[src/hw/rtl/fss_pkg.sv]
// Shared types, constants and helpers for the fuzzy subsequence scorer.
// No dependencies; imported by every module of the block.
package fss_pkg;

  localparam int unsigned MaxPattern = 8;
  localparam int unsigned PosW       = 4;
  localparam int unsigned SelW       = 3;
  localparam int unsigned ScoreW     = 9;
  localparam int unsigned ResW       = 10;
  localparam int unsigned CfgAddrW   = 1;
  localparam int unsigned CfgDataW   = 64;

  localparam logic [ScoreW-1:0] MatchBase     = 9'd10;
  localparam logic [ScoreW-1:0] BoundaryBonus = 9'd8;
  localparam logic [ResW-1:0]   ResNoMatch    = '1;
  localparam logic [ResW-1:0]   ResMax        = 10'd284;

  localparam logic [CfgAddrW-1:0] RegPatternChars  = 1'b0;
  localparam logic [CfgAddrW-1:0] RegPatternLength = 1'b1;

  localparam logic [7:0] ChUnderscore = 8'h5F;
  localparam logic [7:0] ChDash       = 8'h2D;
  localparam logic [7:0] ChSpace      = 8'h20;
  localparam logic [7:0] ChTab        = 8'h09;
  localparam logic [7:0] ChDot        = 8'h2E;
  localparam logic [7:0] ChUpperA     = 8'h41;
  localparam logic [7:0] ChUpperZ     = 8'h5A;
  localparam logic [7:0] CaseOffset   = 8'h20;

  typedef struct packed {
    logic [MaxPattern-1:0][7:0] chars;
    logic [PosW-1:0]            len;
  } pattern_t;

  function automatic logic [7:0] fold_case(input logic [7:0] b);
    logic [7:0] r;
    r = b;
    if (b >= ChUpperA && b <= ChUpperZ) begin
      r = b + CaseOffset;
    end
    return r;
  endfunction

  function automatic logic is_separator(input logic [7:0] b);
    return (b == ChUnderscore) || (b == ChDash) || (b == ChSpace) ||
           (b == ChTab) || (b == ChDot);
  endfunction

endpackage

[src/hw/rtl/fss_cfg.sv]
// Pattern registers: folded pattern bytes and clamped pattern length.
// Depends on fss_pkg.
module fss_cfg import fss_pkg::*; (
  input  logic                clk_i,
  input  logic                rst_ni,
  input  logic                cfg_valid_i,
  input  logic [CfgAddrW-1:0] cfg_addr_i,
  input  logic [CfgDataW-1:0] cfg_data_i,
  output pattern_t            pattern_o
);

  logic [MaxPattern-1:0][7:0] chars_q, chars_d;
  logic [PosW-1:0]            len_q, len_d;

  always_comb begin
    chars_d = chars_q;
    len_d   = len_q;
    if (cfg_valid_i) begin
      unique case (cfg_addr_i)
        RegPatternChars: begin
          for (int i = 0; i < MaxPattern; i++) begin
            chars_d[i] = fold_case(cfg_data_i[8*i +: 8]);
          end
        end
        RegPatternLength: len_d = cfg_data_i[PosW-1:0];
        default: ;
      endcase
    end
  end

  always_ff @(posedge clk_i or negedge rst_ni) begin
    if (!rst_ni) begin
      chars_q <= '0;
      len_q   <= '0;
    end else begin
      chars_q <= chars_d;
      len_q   <= len_d;
    end
  end

  assign pattern_o.chars = chars_q;
  assign pattern_o.len   = (len_q > PosW'(MaxPattern)) ? PosW'(MaxPattern) : len_q;

endmodule

[src/hw/rtl/fss_score.sv]
// Per-name match state and the one-byte score update.
// Depends on fss_pkg.
module fss_score import fss_pkg::*; (
  input  logic            clk_i,
  input  logic            rst_ni,
  input  logic            step_i,
  input  logic [7:0]      char_i,
  input  logic            last_i,
  input  pattern_t        pattern_i,
  output logic            res_valid_o,
  output logic [ResW-1:0] res_score_o
);

  logic [PosW-1:0]   pos_q, pos_d;
  logic [PosW-1:0]   run_q, run_d;
  logic [ScoreW-1:0] score_q, score_d;
  logic [7:0]        prev_q, prev_d;
  logic              start_q, start_d;

  logic              active;
  logic              hit;
  logic [7:0]        pat_char;
  logic [ScoreW-1:0] add;
  logic [PosW-1:0]   pos_upd;
  logic [PosW-1:0]   run_upd;
  logic [ScoreW-1:0] score_upd;

  assign active   = pos_q < pattern_i.len;
  assign pat_char = pattern_i.chars[pos_q[SelW-1:0]];
  assign hit      = active && (fold_case(char_i) == pat_char);
  assign add      = MatchBase + ScoreW'({run_q, 2'b00}) + ScoreW'(run_q) +
                    ((start_q || is_separator(prev_q)) ? BoundaryBonus : '0);

  always_comb begin
    pos_upd   = pos_q;
    run_upd   = run_q;
    score_upd = score_q;
    if (hit) begin
      pos_upd   = pos_q + 1'b1;
      run_upd   = run_q + 1'b1;
      score_upd = score_q + add;
    end else if (active) begin
      run_upd = '0;
    end
  end

  always_comb begin
    pos_d   = pos_q;
    run_d   = run_q;
    score_d = score_q;
    prev_d  = prev_q;
    start_d = start_q;
    if (step_i) begin
      if (last_i) begin
        pos_d   = '0;
        run_d   = '0;
        score_d = '0;
        prev_d  = '0;
        start_d = 1'b1;
      end else begin
        pos_d   = pos_upd;
        run_d   = run_upd;
        score_d = score_upd;
        prev_d  = char_i;
        start_d = 1'b0;
      end
    end
  end

  always_ff @(posedge clk_i or negedge rst_ni) begin
    if (!rst_ni) begin
      pos_q   <= '0;
      run_q   <= '0;
      score_q <= '0;
      prev_q  <= '0;
      start_q <= 1'b1;
    end else begin
      pos_q   <= pos_d;
      run_q   <= run_d;
      score_q <= score_d;
      prev_q  <= prev_d;
      start_q <= start_d;
    end
  end

  assign res_valid_o = step_i && last_i;

  always_comb begin
    priority if (pattern_i.len == '0) begin
      res_score_o = '0;
    end else if (pos_upd >= pattern_i.len) begin
      res_score_o = {1'b0, score_upd};
    end else begin
      res_score_o = ResNoMatch;
    end
  end

endmodule

[src/hw/rtl/fuzzy_subsequence_scorer.sv]
// Top level of the fuzzy subsequence scorer: input register, scoring, result register.
// Depends on fss_pkg, fss_cfg and fss_score.
//
// Streams a name one byte per item and scores it against the configured pattern
// (up to eight bytes, case-insensitive, greedy subsequence match). One result item
// leaves for each item marked tlast: the score, or -1 when the pattern was not fully
// matched, 0 for an empty pattern. Throughput is one byte per cycle except while a last
// byte waits. A last byte passes through the input register, and its score is loaded into
// the result register when it leaves that register. A last byte waits in the input
// register only while the previous result is still held by the output; other bytes
// never wait. Write the pattern registers only while no name is in flight.
module fuzzy_subsequence_scorer import fss_pkg::*; (
  input  logic                clk_i,
  input  logic                rst_ni,
  input  logic                s_axis_tvalid,
  output logic                s_axis_tready,
  input  logic [7:0]          s_axis_tdata,   // [7:0] text_char
  input  logic                s_axis_tlast,   // last_char
  output logic                m_axis_tvalid,
  input  logic                m_axis_tready,
  output logic [15:0]         m_axis_tdata,   // [9:0] match_score, [15:10] zero
  input  logic                cfg_valid_i,
  output logic                cfg_ready_o,
  input  logic [CfgAddrW-1:0] cfg_addr_i,
  input  logic [CfgDataW-1:0] cfg_data_i
);

  logic            in_valid_q, in_valid_d;
  logic [7:0]      in_char_q;
  logic            in_last_q;
  logic            out_valid_q, out_valid_d;
  logic [ResW-1:0] out_score_q;
  logic            step;
  logic            s_fire;
  logic            res_valid;
  logic [ResW-1:0] res_score;
  pattern_t        pattern;

  assign cfg_ready_o = 1'b1;

  fss_cfg u_cfg (
    .clk_i      (clk_i),
    .rst_ni     (rst_ni),
    .cfg_valid_i(cfg_valid_i),
    .cfg_addr_i (cfg_addr_i),
    .cfg_data_i (cfg_data_i),
    .pattern_o  (pattern)
  );

  assign step          = in_valid_q && (!in_last_q || !out_valid_q || m_axis_tready);
  assign s_axis_tready = !in_valid_q || step;
  assign s_fire        = s_axis_tvalid && s_axis_tready;

  fss_score u_score (
    .clk_i      (clk_i),
    .rst_ni     (rst_ni),
    .step_i     (step),
    .char_i     (in_char_q),
    .last_i     (in_last_q),
    .pattern_i  (pattern),
    .res_valid_o(res_valid),
    .res_score_o(res_score)
  );

  always_comb begin
    in_valid_d = in_valid_q;
    if (s_fire) begin
      in_valid_d = 1'b1;
    end else if (step) begin
      in_valid_d = 1'b0;
    end
    out_valid_d = out_valid_q;
    if (res_valid) begin
      out_valid_d = 1'b1;
    end else if (m_axis_tready) begin
      out_valid_d = 1'b0;
    end
  end

  always_ff @(posedge clk_i or negedge rst_ni) begin
    if (!rst_ni) begin
      in_valid_q  <= 1'b0;
      out_valid_q <= 1'b0;
    end else begin
      in_valid_q  <= in_valid_d;
      out_valid_q <= out_valid_d;
    end
  end

  always_ff @(posedge clk_i) begin
    if (s_fire) begin
      in_char_q <= s_axis_tdata;
      in_last_q <= s_axis_tlast;
    end
    if (res_valid) begin
      out_score_q <= res_score;
    end
  end

  assign m_axis_tvalid = out_valid_q;
  assign m_axis_tdata  = {6'b0, out_score_q};

  a_no_overwrite: assert property (@(posedge clk_i) disable iff (!rst_ni)
    (out_valid_q && !m_axis_tready) |-> !res_valid)
    else $error("result register overwritten while stalled");

  a_result_only_on_last: assert property (@(posedge clk_i) disable iff (!rst_ni)
    (step && !in_last_q) |-> !res_valid)
    else $error("result produced for a byte not marked last");

  a_score_range: assert property (@(posedge clk_i) disable iff (!rst_ni)
    res_valid |-> (res_score == ResNoMatch || res_score <= ResMax))
    else $error("score out of range");

  a_step_needs_item: assert property (@(posedge clk_i) disable iff (!rst_ni)
    step |-> in_valid_q)
    else $error("step without a held item");

endmodule

[config.mk]
export PLATFORM = sky130hd
export DESIGN_NAME = fuzzy_subsequence_scorer
export DESIGN_NICKNAME = d
export VERILOG_FILES = /design/src/hw/rtl/fss_pkg.sv /design/src/hw/rtl/fss_cfg.sv /design/src/hw/rtl/fss_score.sv /design/src/hw/rtl/fuzzy_subsequence_scorer.sv
export SDC_FILE = /design/constraint.sdc
export NUM_CORES = 1
export LEC_CHECK = 0
export BUFFER_PORTS_ARGS = -buffer_cell sky130_fd_sc_hd__buf_2
export CAP_MARGIN = 25
export CORE_ASPECT_RATIO = 0.5
export CORE_UTILIZATION = 45
export CTS_BUF_LIST = sky130_fd_sc_hd__clkbuf_2
export DETAILED_ROUTE_END_ITERATION = 12
export PLACE_DENSITY = 0.68
export SLEW_MARGIN = 20
export SYNTH_ARGS = -nofsm -noshare
export SYNTH_HDL_FRONTEND = slang
export SYNTH_HIERARCHICAL = 1
export SYNTH_SLANG_ARGS = --single-unit
[constraint.sdc]
create_clock -name clk_i -period 3.4 [get_ports clk_i]
set_input_delay 0.17 -clock clk_i [delete_from_list [all_inputs] [get_ports clk_i]]
set_output_delay 0.17 -clock clk_i [all_outputs]
set_load 0.01 [all_outputs]
==> out/summary.txt <==
status: finished with violations
violated checks: setup timing
hpwl dp: 11.3 mm
Core ar.: 14600 um^2
routed vias/inst: 5.26
CTS tree: built
PD cells: 430 nW/um^2
Initial Utilization: 46.5%
Setup CP Type: register to register
vias in the first global route: 6120
DRT antenna net count: 0
hold crit path type: primary input to asynchronous set/reset pin
CP Launch Type: register
Worst Setup End Kind: register
Slowest-stage cell, CP: fa_1
Crit Path Max Fanout: 6
Die H: 88.8 um
H-tree Lvls: 4
I/O pin total: 98
Period minus WS final: 3.83 ns
first-pass GRT wire length: 29.7 mm
R2R Path Start: u_score/prev_q[4]
cell count after synthesis: 689
CTS clk-pin slew, worst paths: 0.21 ns
Least-Margin Pin Slew: 0.961 ns
register area share after synthesis: 43.8%
Max Freq: 261 MHz
Synth Flop Type: dfrtp_1
RePlAce Congestion: 0.828
Wirelength per Cell: 15.9 um
Root Buffer: clkbuf_2
post-synthesis cell type count: 66
unrepaired setup endpoints after global routing: yes
gr usage total: 24.6%
YS warnings: 6
crit path cell chain: nor3_2, a31oi_1, o32a_1, a21oi_1, a21oi_1, ha_1, fa_1, fa_1, inv_2, ha_4, a21o_1, a21oi_2, o21bai_1, a21oi_2, xnor2_2, buf_4, a211o_1, o211ai_1
# nets final: 1072
Final Power: 0.00410 W
P&R area growth vs syn: 40.5%
clk_lat worst skew: 0.64 ns
Final Hold Viols: 0
Max Root-Sink Buffers: 2
Num CTS Buffers: 17
DR vias: 6120
drt drc: 0
first-pass iteration count of the detailed router: 5
Worst Setup SP: u_score/prev_q[4]
CTS Sinks: 115
Post-synth EDFFs: 19
Final setup viols: 14
number of DRC markers in iteration 0: 362
die area: 15600 um^2
VDD IR max: 0.210 mV
register bit total from synthesis: 115
Arr. time, crit path: 4.41 ns
max_cap viols: 0
Worst Slack Setup Final: -0.429 ns
CP required: 3.98 ns
Slew Limit Fails: 0
Die X: 176 um
post-route clock period utilization: 113%
Slew HR: 35.8%
Util after Layout: 65.4%
largest net degree at the start of global routing: 56
layout cell share with drive strength beyond 1: 25.6%
Final TNS setup: -2.77 ns
Core Rows: 31
Layout Skew: 0.0401 ns
port bufs: 90
routed wire length: 18.5 mm
grt total ovfl: 0
initial antenna violation count: 1
Post-Syn Area: 6790 um^2
worst stage delay on the critical path: 0.50 ns
Pleak: 4.31 nW
Mean Syn Cell Area: 9.85 um^2
asr flop ratio synth: 83.5%
[metrics by stage]
step	setup WS [ns]	cells	hold slack, ns	area [um^2]
after floorplan	-0.218	694	-0.126	6820
after global placement	-0.321	986	0.276	7680
after detailed placement	-0.428	986	0.281	7680
after CTS	-0.428	1155	0.0649	9360
after global routing	-0.609	1163	0.0807	9540
final	-0.429	1163	0.107	9540
[path summary, 6_finish.rpt]
| kind | end | slack, ns | cells past startpoint |
|---|---|---|---|
| min in group clk_i | in_char_q[0] | 0.24 | 2 |
| hold reg to reg | u_cfg/pattern_o[44] | 0.50 | 2 |
| setup / recovery | u_score/score_q[8] | -0.43 | 18 |
| hold / removal | u_cfg/pattern_o[59] | 0.11 | 2 |
| setup reg to reg | u_score/score_q[8] | -0.43 | 18 |
| max in group asynchronous | u_cfg/pattern_o[14] | 2.44 | 3 |
[cells in the mapped netlist, drive strengths merged (2+ instances only)]
master,n,area share [%]
nand2,161,8.9
a31oi,3,0.28
mux2i,23,3.4
nand3b,9,1.0
fa,4,1.2
nor4b,6,0.77
edfxtp,19,8.4
nor3b,2,0.22
conb,2,0.11
nor2b,8,0.74
dfrtp,95,35
and2,3,0.28
mux2,11,1.8
clkbuf,15,0.83
or3b,6,0.77
or2,2,0.18
nand2b,14,1.3
o22ai,13,1.8
o311ai,2,0.26
a211o,2,0.26
buf,26,2.5
o211ai,4,0.44
xnor2,14,1.8
a31o,6,0.77
ha,38,7.0
o221ai,2,0.26
mux4,16,5.3
nor4,6,0.55
nor2,39,2.2
or4,8,0.88
nand4,3,0.28
o21ai,24,1.8
nand3,6,0.44
nor3,5,0.37
a21o,2,0.22
inv,37,2.0
a21oi,32,2.4
[critical path: cells and delay by family, from the launching register on]
| family | cells | cell delay (ns) |
|---|---|---|
| xor+xnor | 1 | 0.10 |
| simple gates | 1 | 0.19 |
| compound gates | 10 | 1.40 |
| buf+inv | 2 | 0.18 |
| fa+ha+maj | 4 | 1.42 |
| flops | 1 | 0.49 |
[cells by family after synthesis]
kind of cell	count (synthesis)	share of synthesized area [%]
simple gates	282	19.7
other cells	2	0.111
xor+xnor	15	1.94
buf+inv	78	5.38
fa+ha+maj	42	8.19
compound gates	105	10.4
flops	115	43.8
mux	50	10.5
[power by group]
group	total (W)	leakage, nW	internal, W	switching (W)
clock network	0.00105	0.156	0.000481	0.000566
registers	0.00174	1.37	0.00161	0.000129
logic	0.00131	2.79	0.000682	0.000633
[layer usage]
| layer | up-vias | share of wire (%) | global-route usage [%] |
|---|---|---|---|
| met5 | - | 0 | 0 |
| met2 | 164 | 50 | 43.0 |
| met1 | 2976 | 44 | 30.7 |
| met4 | 0 | 2.5 | 10.4 |
| met3 | 45 | 3.8 | 4.12 |
| li1 | 2935 | - | - |
[area by class of cell]
type	instances	area, um^2
inverter	37	139
fill	1095	5050
antenna	1	2.50
clock buffer	18	90.1
tap	198	248
multi-input combinational	501	3630
timing repair buffer	279	2270
clock inverter	14	184
sequential	115	2980
[sequential cells by signal (all words and copies together), names as in the netlist]
name and flops:
u_cfg/pattern_o 64, out_score_q 10, u_score/score_q 9, in_char_q 8, u_score/prev_q 8, u_cfg/len_q 4, u_score/pos_q 4, u_score/run_q 4
in_last_q 1, in_valid_q 1, m_axis_tvalid 1, u_score/start_q 1
[layout by cell type, fill, tap and decap left out, types with 5 or more instances in the layout]
master         netlist  routed
buf_2               10      89
clkbuf_2             0      18
edfxtp_1            19      19
ha_1                38      36
nor4b_1              6       6
nand3b_1             9       9
inv_1               37      34
o21ai_0             15      13
mux4_2              16      16
nand2b_1            14      13
o22ai_2              6       8
nor2b_1              8       7
a21oi_1             32      28
dfrtp_1             95      94
a31o_1               6       6
nand2_1            161     159
conb_1               2       7
mux2_2               5       5
o21ai_1              9       7
nand3_1              6       5
mux2i_1             23      23
or4_1                8       8
buf_6                3       5
buf_4               10      50
or3b_2               6       6
nor4_1               6       5
o22ai_1              7       5
xnor2_1             14      11
dlygate4sd3_1        0     131
nor2_1              39      39
[repair_timing]
| action | in CTS | in global routing |
|---|---|---|
| endpoints found under the hold margin | 132 | 0 |
| resized for setup | 12 | 24 |
| setup buffers | 5 | 8 |
| endpoints found under the setup margin | 15 | 16 |
| cloned | 1 | 0 |
| pin swaps | 11 | 9 |
| hold buffers | 131 | 0 |
Power figures use the tool's default switching activity.
